[config.mk]
export PLATFORM = sky130hd
export DESIGN_NAME = fir_filter_circular_top
export DESIGN_NICKNAME = d
export VERILOG_FILES = /design/src/rtl/fir_circ_pkg.sv /design/src/rtl/fir_circ_ram.sv /design/src/rtl/fir_filter_circular_top.sv
export SDC_FILE = /design/constraint.sdc
export NUM_CORES = 2
export LEC_CHECK = 0
export BUFFER_PORTS_ARGS = -buffer_cell sky130_fd_sc_hd__clkbuf_2
export CAP_MARGIN = 20
export CORE_UTILIZATION = 60
export DETAILED_ROUTE_END_ITERATION = 12
export GPL_TIMING_DRIVEN = 0
export HOLD_SLACK_MARGIN = 0.1
export PLACE_DENSITY_LB_ADDON = 0.15
export SYNTH_ARGS = -nofsm -noshare
export SYNTH_HDL_FRONTEND = slang
export SYNTH_SLANG_ARGS = --single-unit
[constraint.sdc]
create_clock -name clk -period 13.95 [get_ports clk]
set_input_delay 1.395 -clock clk [delete_from_list [all_inputs] [get_ports clk]]
set_output_delay 1.395 -clock clk [all_outputs]
set_load 0.005 [all_outputs]
[src/rtl/fir_circ_pkg.sv]
package fir_circ_pkg;

  // Defaults for the top-level parameters.
  localparam int MAX_TAPS_DEF     = 32;
  localparam int SAMPLE_WIDTH_DEF = 16;
  localparam int COEF_WIDTH_DEF   = 16;

  // Fixed widths of the datapath and of the request and result fields.
  localparam int ACC_WIDTH    = 40;
  localparam int NUM_TAPS_W   = 6;
  localparam int COEF_INDEX_W = 5;
  localparam int REQ_W        = 2;
  localparam int OUT_WIDTH    = 16;

  localparam logic [NUM_TAPS_W-1:0] NUM_TAPS_RST = NUM_TAPS_W'(31);

  typedef enum logic [REQ_W-1:0] {
    REQ_FILTER = 2'd0,
    REQ_LOAD   = 2'd1,
    REQ_CLEAR  = 2'd2
  } req_t;

  typedef enum logic [1:0] {
    ST_IDLE,
    ST_MAC,
    ST_ROUND,
    ST_SAT
  } state_t;

endpackage

[src/rtl/fir_circ_ram.sv]
module fir_circ_ram #(
  parameter int WIDTH = fir_circ_pkg::SAMPLE_WIDTH_DEF,
  parameter int DEPTH = fir_circ_pkg::MAX_TAPS_DEF
) (
  input  logic                     clk,
  input  logic                     we,
  input  logic [$clog2(DEPTH)-1:0] waddr,
  input  logic [WIDTH-1:0]         wdata,
  input  logic [$clog2(DEPTH)-1:0] raddr,
  output logic [WIDTH-1:0]         rdata
);

  logic [WIDTH-1:0] mem [DEPTH];

  always_ff @(posedge clk) begin
    if (we) begin
      mem[waddr] <= wdata;
    end
    rdata <= mem[raddr];
  end

endmodule

[src/rtl/fir_filter_circular_top.sv]
// Channel   Direction  Handshake            Payload
// -------   ---------  -------------------  -----------------------------------------
// in        sink       in_valid / in_stall  req_type, sample, coef_index, coef_value
// out       source     out_valid/out_stall  filtered, saturated
// cfg       sink       cfg_we               cfg_wdata (num_taps)
//
// A filter request runs through the tap loop and the ROUND and SAT states before its
// result sits in the output register; then the next request can be taken. One shared
// multiply-accumulate unit handles a tap per cycle behind the registered memory reads.
// Load and clear requests finish on acceptance. Reset is synchronous and active high and
// clears the history and coefficient valid bits at once, so no clearing pass is needed.
// A stalled result waits in its register; only the next finished result holds the sequencer.

module fir_filter_circular_top #(
  parameter int MAX_TAPS     = fir_circ_pkg::MAX_TAPS_DEF,
  parameter int SAMPLE_WIDTH = fir_circ_pkg::SAMPLE_WIDTH_DEF,
  parameter int COEF_WIDTH   = fir_circ_pkg::COEF_WIDTH_DEF
) (
  input  logic                                  clk,
  input  logic                                  rst,
  // Request channel.
  input  logic                                  in_valid,
  output logic                                  in_stall,
  input  logic [fir_circ_pkg::REQ_W-1:0]        req_type,
  input  logic signed [SAMPLE_WIDTH-1:0]        sample,
  input  logic [fir_circ_pkg::COEF_INDEX_W-1:0] coef_index,
  input  logic signed [COEF_WIDTH-1:0]          coef_value,
  // Result channel.
  output logic                                  out_valid,
  input  logic                                  out_stall,
  output logic signed [fir_circ_pkg::OUT_WIDTH-1:0] filtered,
  output logic                                  saturated,
  // Configuration port for num_taps.
  input  logic                                  cfg_we,
  input  logic [fir_circ_pkg::NUM_TAPS_W-1:0]   cfg_wdata
);

  localparam int AW     = $clog2(MAX_TAPS);
  localparam int NW     = $clog2(MAX_TAPS + 1);
  localparam int AccW   = fir_circ_pkg::ACC_WIDTH;
  localparam int OutW   = fir_circ_pkg::OUT_WIDTH;
  localparam int ProdW  = SAMPLE_WIDTH + COEF_WIDTH;

  // Rounding adds half of the last kept bit; the limits are the signed sample range.
  localparam logic signed [AccW-1:0] RoundBit = AccW'(64'd1 << (COEF_WIDTH - 2));
  localparam logic signed [AccW-1:0] SatHi =
    $signed({{(AccW - SAMPLE_WIDTH + 1){1'b0}}, {(SAMPLE_WIDTH - 1){1'b1}}});
  localparam logic signed [AccW-1:0] SatLo = ~SatHi;

  fir_circ_pkg::state_t state, state_next;

  logic [fir_circ_pkg::NUM_TAPS_W-1:0] num_taps;
  logic [AW-1:0]       wp;
  logic [MAX_TAPS-1:0] hist_valid;
  logic [MAX_TAPS-1:0] coef_valid;

  logic accept;
  logic issue;
  logic out_load;
  logic issuing;

  // Tap count and write position as seen by the request being accepted.
  logic [NW-1:0] n_in;
  logic [AW-1:0] wp_eff;
  logic [AW-1:0] wp_adv;
  logic          idx_ok;

  // Sequencer registers for the tap loop.
  logic [NW-1:0] n_r;
  logic [AW-1:0] tap;
  logic [AW-1:0] pos;
  logic          last_tap;

  // Pipeline behind the memories: s1 holds read data, s2 holds the product.
  logic s1_valid, s1_last, s2_valid, s2_last;
  logic hv_q, cv_q;
  logic signed [SAMPLE_WIDTH-1:0] hist_rd;
  logic signed [COEF_WIDTH-1:0]   coef_rd;
  logic signed [SAMPLE_WIDTH-1:0] op_s;
  logic signed [COEF_WIDTH-1:0]   op_c;
  logic signed [ProdW-1:0]        prod;
  logic signed [AccW-1:0]         acc;
  logic signed [AccW-1:0]         res;
  logic                           sat_hi, sat_lo;

  logic hist_we, coef_we;

  assign accept = in_valid && !in_stall;

  // A tap count of zero runs as one tap, and one above the memory depth is clamped.
  always_comb begin
    if (num_taps == '0) begin
      n_in = NW'(1);
    end else if (32'(num_taps) > MAX_TAPS) begin
      n_in = NW'(MAX_TAPS);
    end else begin
      n_in = NW'(num_taps);
    end
  end

  // A write position left stale by a smaller tap count restarts at zero.
  always_comb begin
    wp_eff = (32'(wp) >= 32'(n_in)) ? '0 : wp;
    wp_adv = (32'(wp_eff) + 1 >= 32'(n_in)) ? '0 : AW'(32'(wp_eff) + 1);
  end

  assign idx_ok = 32'(coef_index) < MAX_TAPS;

  assign hist_we = accept && (fir_circ_pkg::req_t'(req_type) == fir_circ_pkg::REQ_FILTER);
  assign coef_we = accept && (fir_circ_pkg::req_t'(req_type) == fir_circ_pkg::REQ_LOAD)
                   && idx_ok;

  assign last_tap = (NW'(tap) == n_r - NW'(1));

  // Next-state logic.
  always_comb begin
    state_next = state;
    unique case (state)
      fir_circ_pkg::ST_IDLE: begin
        if (hist_we) begin
          state_next = fir_circ_pkg::ST_MAC;
        end
      end
      fir_circ_pkg::ST_MAC: begin
        if (s2_valid && s2_last) begin
          state_next = fir_circ_pkg::ST_ROUND;
        end
      end
      fir_circ_pkg::ST_ROUND: begin
        state_next = fir_circ_pkg::ST_SAT;
      end
      fir_circ_pkg::ST_SAT: begin
        if (out_load) begin
          state_next = fir_circ_pkg::ST_IDLE;
        end
      end
      default: begin
        state_next = fir_circ_pkg::ST_IDLE;
      end
    endcase
  end

  // Output decode of the sequencer.
  always_comb begin
    in_stall = 1'b1;
    issue    = 1'b0;
    out_load = 1'b0;
    unique case (state)
      fir_circ_pkg::ST_IDLE: begin
        in_stall = 1'b0;
      end
      fir_circ_pkg::ST_MAC: begin
        issue = issuing;
      end
      fir_circ_pkg::ST_ROUND: begin
        in_stall = 1'b1;
      end
      fir_circ_pkg::ST_SAT: begin
        out_load = !out_valid || !out_stall;
      end
      default: begin
        in_stall = 1'b1;
      end
    endcase
  end

  // Control state.
  always_ff @(posedge clk) begin
    if (rst) begin
      state      <= fir_circ_pkg::ST_IDLE;
      num_taps   <= fir_circ_pkg::NUM_TAPS_RST;
      wp         <= '0;
      hist_valid <= '0;
      coef_valid <= '0;
      issuing    <= 1'b0;
      s1_valid   <= 1'b0;
      s2_valid   <= 1'b0;
      out_valid  <= 1'b0;
    end else begin
      state <= state_next;
      if (cfg_we) begin
        num_taps <= cfg_wdata;
      end
      if (accept) begin
        unique case (fir_circ_pkg::req_t'(req_type))
          fir_circ_pkg::REQ_FILTER: begin
            hist_valid[wp_eff] <= 1'b1;
            wp                 <= wp_adv;
            issuing            <= 1'b1;
          end
          fir_circ_pkg::REQ_LOAD: begin
            if (idx_ok) begin
              coef_valid[AW'(coef_index)] <= 1'b1;
            end
          end
          fir_circ_pkg::REQ_CLEAR: begin
            hist_valid <= '0;
            wp         <= '0;
          end
          default: begin
          end
        endcase
      end
      if (issue && last_tap) begin
        issuing <= 1'b0;
      end
      s1_valid <= issue;
      s2_valid <= s1_valid;
      if (out_load) begin
        out_valid <= 1'b1;
      end else if (!out_stall) begin
        out_valid <= 1'b0;
      end
    end
  end

  // The loop starts at the newest sample and walks backwards, wrapping at the tap count.
  always_ff @(posedge clk) begin
    if (hist_we) begin
      n_r <= n_in;
      tap <= '0;
      pos <= wp_eff;
    end else if (issue) begin
      tap <= tap + AW'(1);
      pos <= (pos == '0) ? AW'(n_r - NW'(1)) : pos - AW'(1);
    end
    hv_q    <= hist_valid[pos];
    cv_q    <= coef_valid[tap];
    s1_last <= issue && last_tap;
    s2_last <= s1_last;
  end

  fir_circ_ram #(
    .WIDTH (SAMPLE_WIDTH),
    .DEPTH (MAX_TAPS)
  ) u_hist_ram (
    .clk   (clk),
    .we    (hist_we),
    .waddr (wp_eff),
    .wdata (sample),
    .raddr (pos),
    .rdata (hist_rd)
  );

  fir_circ_ram #(
    .WIDTH (COEF_WIDTH),
    .DEPTH (MAX_TAPS)
  ) u_coef_ram (
    .clk   (clk),
    .we    (coef_we),
    .waddr (AW'(coef_index)),
    .wdata (coef_value),
    .raddr (tap),
    .rdata (coef_rd)
  );

  // History entries never written since reset or a clear, and coefficients never written since reset, read as zero.
  assign op_s = hv_q ? hist_rd : '0;
  assign op_c = cv_q ? coef_rd : '0;

  // The shared multiply-accumulate unit; the accumulator then takes the rounding add.
  always_ff @(posedge clk) begin
    if (s1_valid) begin
      prod <= op_s * op_c;
    end
    if (hist_we) begin
      acc <= '0;
    end else if (s2_valid) begin
      acc <= acc + AccW'(prod);
    end else if (state == fir_circ_pkg::ST_ROUND) begin
      acc <= acc + RoundBit;
    end
  end

  assign res    = acc >>> (COEF_WIDTH - 1);
  assign sat_hi = res > SatHi;
  assign sat_lo = res < SatLo;

  always_ff @(posedge clk) begin
    if (out_load) begin
      if (sat_hi) begin
        filtered <= OutW'(SatHi);
      end else if (sat_lo) begin
        filtered <= OutW'(SatLo);
      end else begin
        filtered <= OutW'(res);
      end
      saturated <= sat_hi || sat_lo;
    end
  end

  // Products only flow while the sequencer is in its tap loop.
  assert property (@(posedge clk) disable iff (rst)
    s2_valid |-> state == fir_circ_pkg::ST_MAC)
    else $error("product arrived outside the tap loop");

  // Reads are issued only during the tap loop.
  assert property (@(posedge clk) disable iff (rst)
    issuing |-> state == fir_circ_pkg::ST_MAC)
    else $error("tap reads pending outside the tap loop");

  // An accepted filter request starts the loop with reads pending.
  assert property (@(posedge clk) disable iff (rst)
    hist_we |=> (state == fir_circ_pkg::ST_MAC) && issuing)
    else $error("filter request did not start the tap loop");

  // A clipped result sits exactly on one of the two limits.
  assert property (@(posedge clk) disable iff (rst)
    (out_valid && saturated) |-> (filtered == OutW'(SatHi)) || (filtered == OutW'(SatLo)))
    else $error("saturation flag set on a value inside the range");

endmodule

==> results.json <==
{
  "syn2layout_area_growth_pct": 12.2,
  "grt_first_pass_wirelength_mm": 215,
  "cts-root-to-sink-buffers": 3,
  "detailedPlacementHpwl_mm": 103,
  "worst_setup_path_endpoint": "prod[31]",
  "m1WireLength_mm": 59.1,
  "syn_inst": 3736,
  "worstPathCellList": "clkbuf_1 > clkbuf_1 > nand2_1 > nor2_1 > fa_1 > fa_1 > fa_1 > fa_1 > fa_1 > inv_1 > fa_1 > inv_1 > ha_1 > inv_1 > a31oi_1 > o21ai_0 > a21oi_1 > a21oi_1 > o21bai_1 > a21o_1 > a21oi_1 > xnor2_1",
  "layout_worst_path_cycle_share_pct": 55.6,
  "total_power_mw": 8.80,
  "synth_nets": 4194,
  "post_cts_buffers": 0,
  "antenna_cells_inserted": 0,
  "clockRootBuffer": "clkbuf_16",
  "cp.depth": 22,
  "critical_path.startpoint_type": "flip-flop",
  "timing.clock.skew_ns": 0.0447,
  "dp_cells": 5156,
  "finalHoldViolations": 0,
  "timing.fmax_mhz": 129,
  "reg2regPathDepth": 22,
  "antenna_left": 0,
  "drt_first_iter_violations": 3963,
  "fin_nets": 4451,
  "status": "complete, no violations",
  "layoutNonFillerInstCount": 5384,
  "yosysUniqueCellTypes": 73,
  "tritoncts.num_buffers": 120,
  "grt_start_max_net_pins": 34,
  "met2_wirelength_mm": 67.1,
  "final.fill_count": 6545,
  "ys_ff_latch": 1246,
  "grt_pass1_vias": 33500,
  "dr_wl_met3_mm": 14.8,
  "routed_vias_inst": 6.27,
  "cellLeakagePower_nw": 23.8,
  "cts.reportedPaths.clkPinSlew_ns": 0.06,
  "cp_top_family": "adder cells",
  "part_of_the_yosys_area_used_for_sequential_elements_pct": 60.3,
  "clock_tree_from_tritoncts": "yes",
  "clkSinkCount": 1246,
  "rsz_0062_raised_after_global_routing": "no",
  "initial_utilization_pct": 60.5,
  "top_cell_by_count_worst_path": "fa_1",
  "die_y_microns": 317,
  "port_buffers": 67,
  "number_of_rows_created_at_floorplan": 115,
  "finalWeightedCongestion": 0.976,
  "synth.cell_area_sq_mm": 0.0594,
  "critPathBufInv": 5,
  "finalSetupTns_ns": 0,
  "timing.final.crit_period_ns": 7.76,
  "max_ir_drop_vdd_mv": 0.151,
  "routed-via-count": 33800,
  "design.die.area_sq_mm": 0.100,
  "worst-slew-pin-transition_ns": 1.17,
  "max_cap_viol_count": 0,
  "drv_slew": 0,
  "track_usage_pct": 29.8,
  "reg2reg_to": "prod[31]",
  "postSynth.asyncResetShare_pct": 0,
  "worstSetupEndpointType": "flip-flop",
  "grt_antenna_before_repair": 6,
  "routed_wl_mm": 146,
  "cp.required_ns": 14.40,
  "yosysWarningCount": 0,
  "timing.reg2reg.setup_slack_ns": 6.19,
  "detail_route.wl_per_cell_microns": 27.0,
  "critPathMaxFanout": 10,
  "path_class": "flip-flop to flip-flop",
  "drt-pass1-iter-count": 6,
  "drive_gt1_share_pct": 20.1,
  "ctsHoldBuffers": 0,
  "dominantRegCellSynth": "edfxtp_1",
  "relSlewSlack_pct": 22.3,
  "worst_ep_arrival_time_ns": 8.21,
  "globalRouteOverflowTotal": 0,
  "placeable_core_region_sq_mm": 0.0983,
  "top_level_ports": 69,
  "maxUsedRoutingLayer": "met4",
  "synth_enable_flop_cells": 1084,
  "final_core_utilization_pct": 67.8,
  "worstReg2RegStart": "hv_q",
  "worstHoldPathType": "flip-flop to flip-flop",
  "powerDensity_mw_per_mm2": 132,
  "post-route-drc-count": 0,
  "cts_repair_resize_count": 0,
  "worst_path_largest_cell_delay_ns": 1.04,
  "htreeDepth": 3,
  "clock_insertion_delay_worst_skew_ns": 0.74,
  "avgSynthCellArea_sq_um": 15.9,
  "final-setup-viol-count": 0,
  "timing.critical_path.from": "hv_q",
  "die_width_microns": 317,
  "timing.critical_path.slowest_stage_cell": "fa_1"
}
## area by class of cell
type	instances	area, sq um	share of cell area, %
clock buffer	153	3240	4.86
multi-input combinational	2006	21900	32.9
timing repair buffer	135	1460	2.20
clock inverter	73	772	1.16
sequential	1246	35800	53.7
buffer	165	661	0.991
inverter	319	1200	1.80
tap	1287	1610	2.42
## worst min-delay path by stage
stage / from / end / cells after the start
after floorplan: s1_last / s2_last / 0
after global placement: s1_last / s2_last / 0
after detailed placement: s1_last / s2_last / 0
after CTS: s1_last / s2_last / 0
after global routing: s1_last / s2_last / 0
final: s1_last / s2_last / 0
## through the flow
stage / cell area, sq um / hold slack [ns] / setup slack (ns)
finish: 66700 / 0.356 / 6.19
global placement: 61400 / 0.311 / 6.49
detailed placement: 62600 / 0.322 / 6.40
CTS: 66600 / 0.357 / 6.35
floorplan: 59400 / 0.310 / 7.56
global route: 66700 / 0.363 / 5.84
## cells in the final DEF, fill, tap and decap left out, drive strengths merged, types with 110 or more instances in the layout
| cell | n |
|---|---|
| fa | 263 |
| edfxtp | 1084 |
| nor2 | 363 |
| clkbuf | 343 |
| inv | 323 |
| ha | 145 |
| nand2 | 211 |
| buf | 110 |
| dfxtp | 162 |
| mux4 | 340 |
## per-layer routing
layer,vias up,GRT usage (%)
met5,-,0
met4,0,9.65
met3,271,6.51
met2,1727,45.4
met1,17400,43.4
li1,14300,-
## cell families (layout without fill, tap and decap cells)
logic type               after synthesis  after routing  share of synthesized area [%]
flip-flops                          1246           1246                           60.3
AND/OR/NAND/NOR                      772            772                           5.67
buffers and inverters                484            845                           3.13
adder cells (fa/ha/maj)              408            408                           11.9
multiplexers                         392            392                           13.8
AO/OA/AOI/OAI                        326            326                           3.60
XOR/XNOR                             108            108                           1.59
## flip-flops by register name (all words and copies together), names as in the netlist, 32 cells and up
signal and cells:
prod 32, hist_valid 32, u_hist_ram.mem 512, acc 40, u_coef_ram.mem 512, coef_valid 32
## synth_stat cells (all sizes together), types with 37 or more instances
cell	count	area, sq um
o21ai	67	347
xor2	37	324
fa	263	5270
a21oi	101	517
nor2	363	1360
nand2	211	792
xnor2	71	622
a21o	50	375
ha	145	1810
edfxtp	1084	32600
mux4	340	7660
clkbuf	123	462
nand3	45	230
inv	319	1200
dfxtp	162	3240
buf	42	199
## power breakdown
part / switching, mW / leakage (nW) / total (mW) / internal (mW)
sequential: 0.0686 / 11.1 / 4.21 / 4.14
combinational: 0.718 / 10.8 / 1.32 / 0.604
clock: 1.44 / 1.96 / 3.28 / 1.84
total: 2.22 / 23.8 / 8.80 / 6.58
Power figures use the tool's default switching activity.
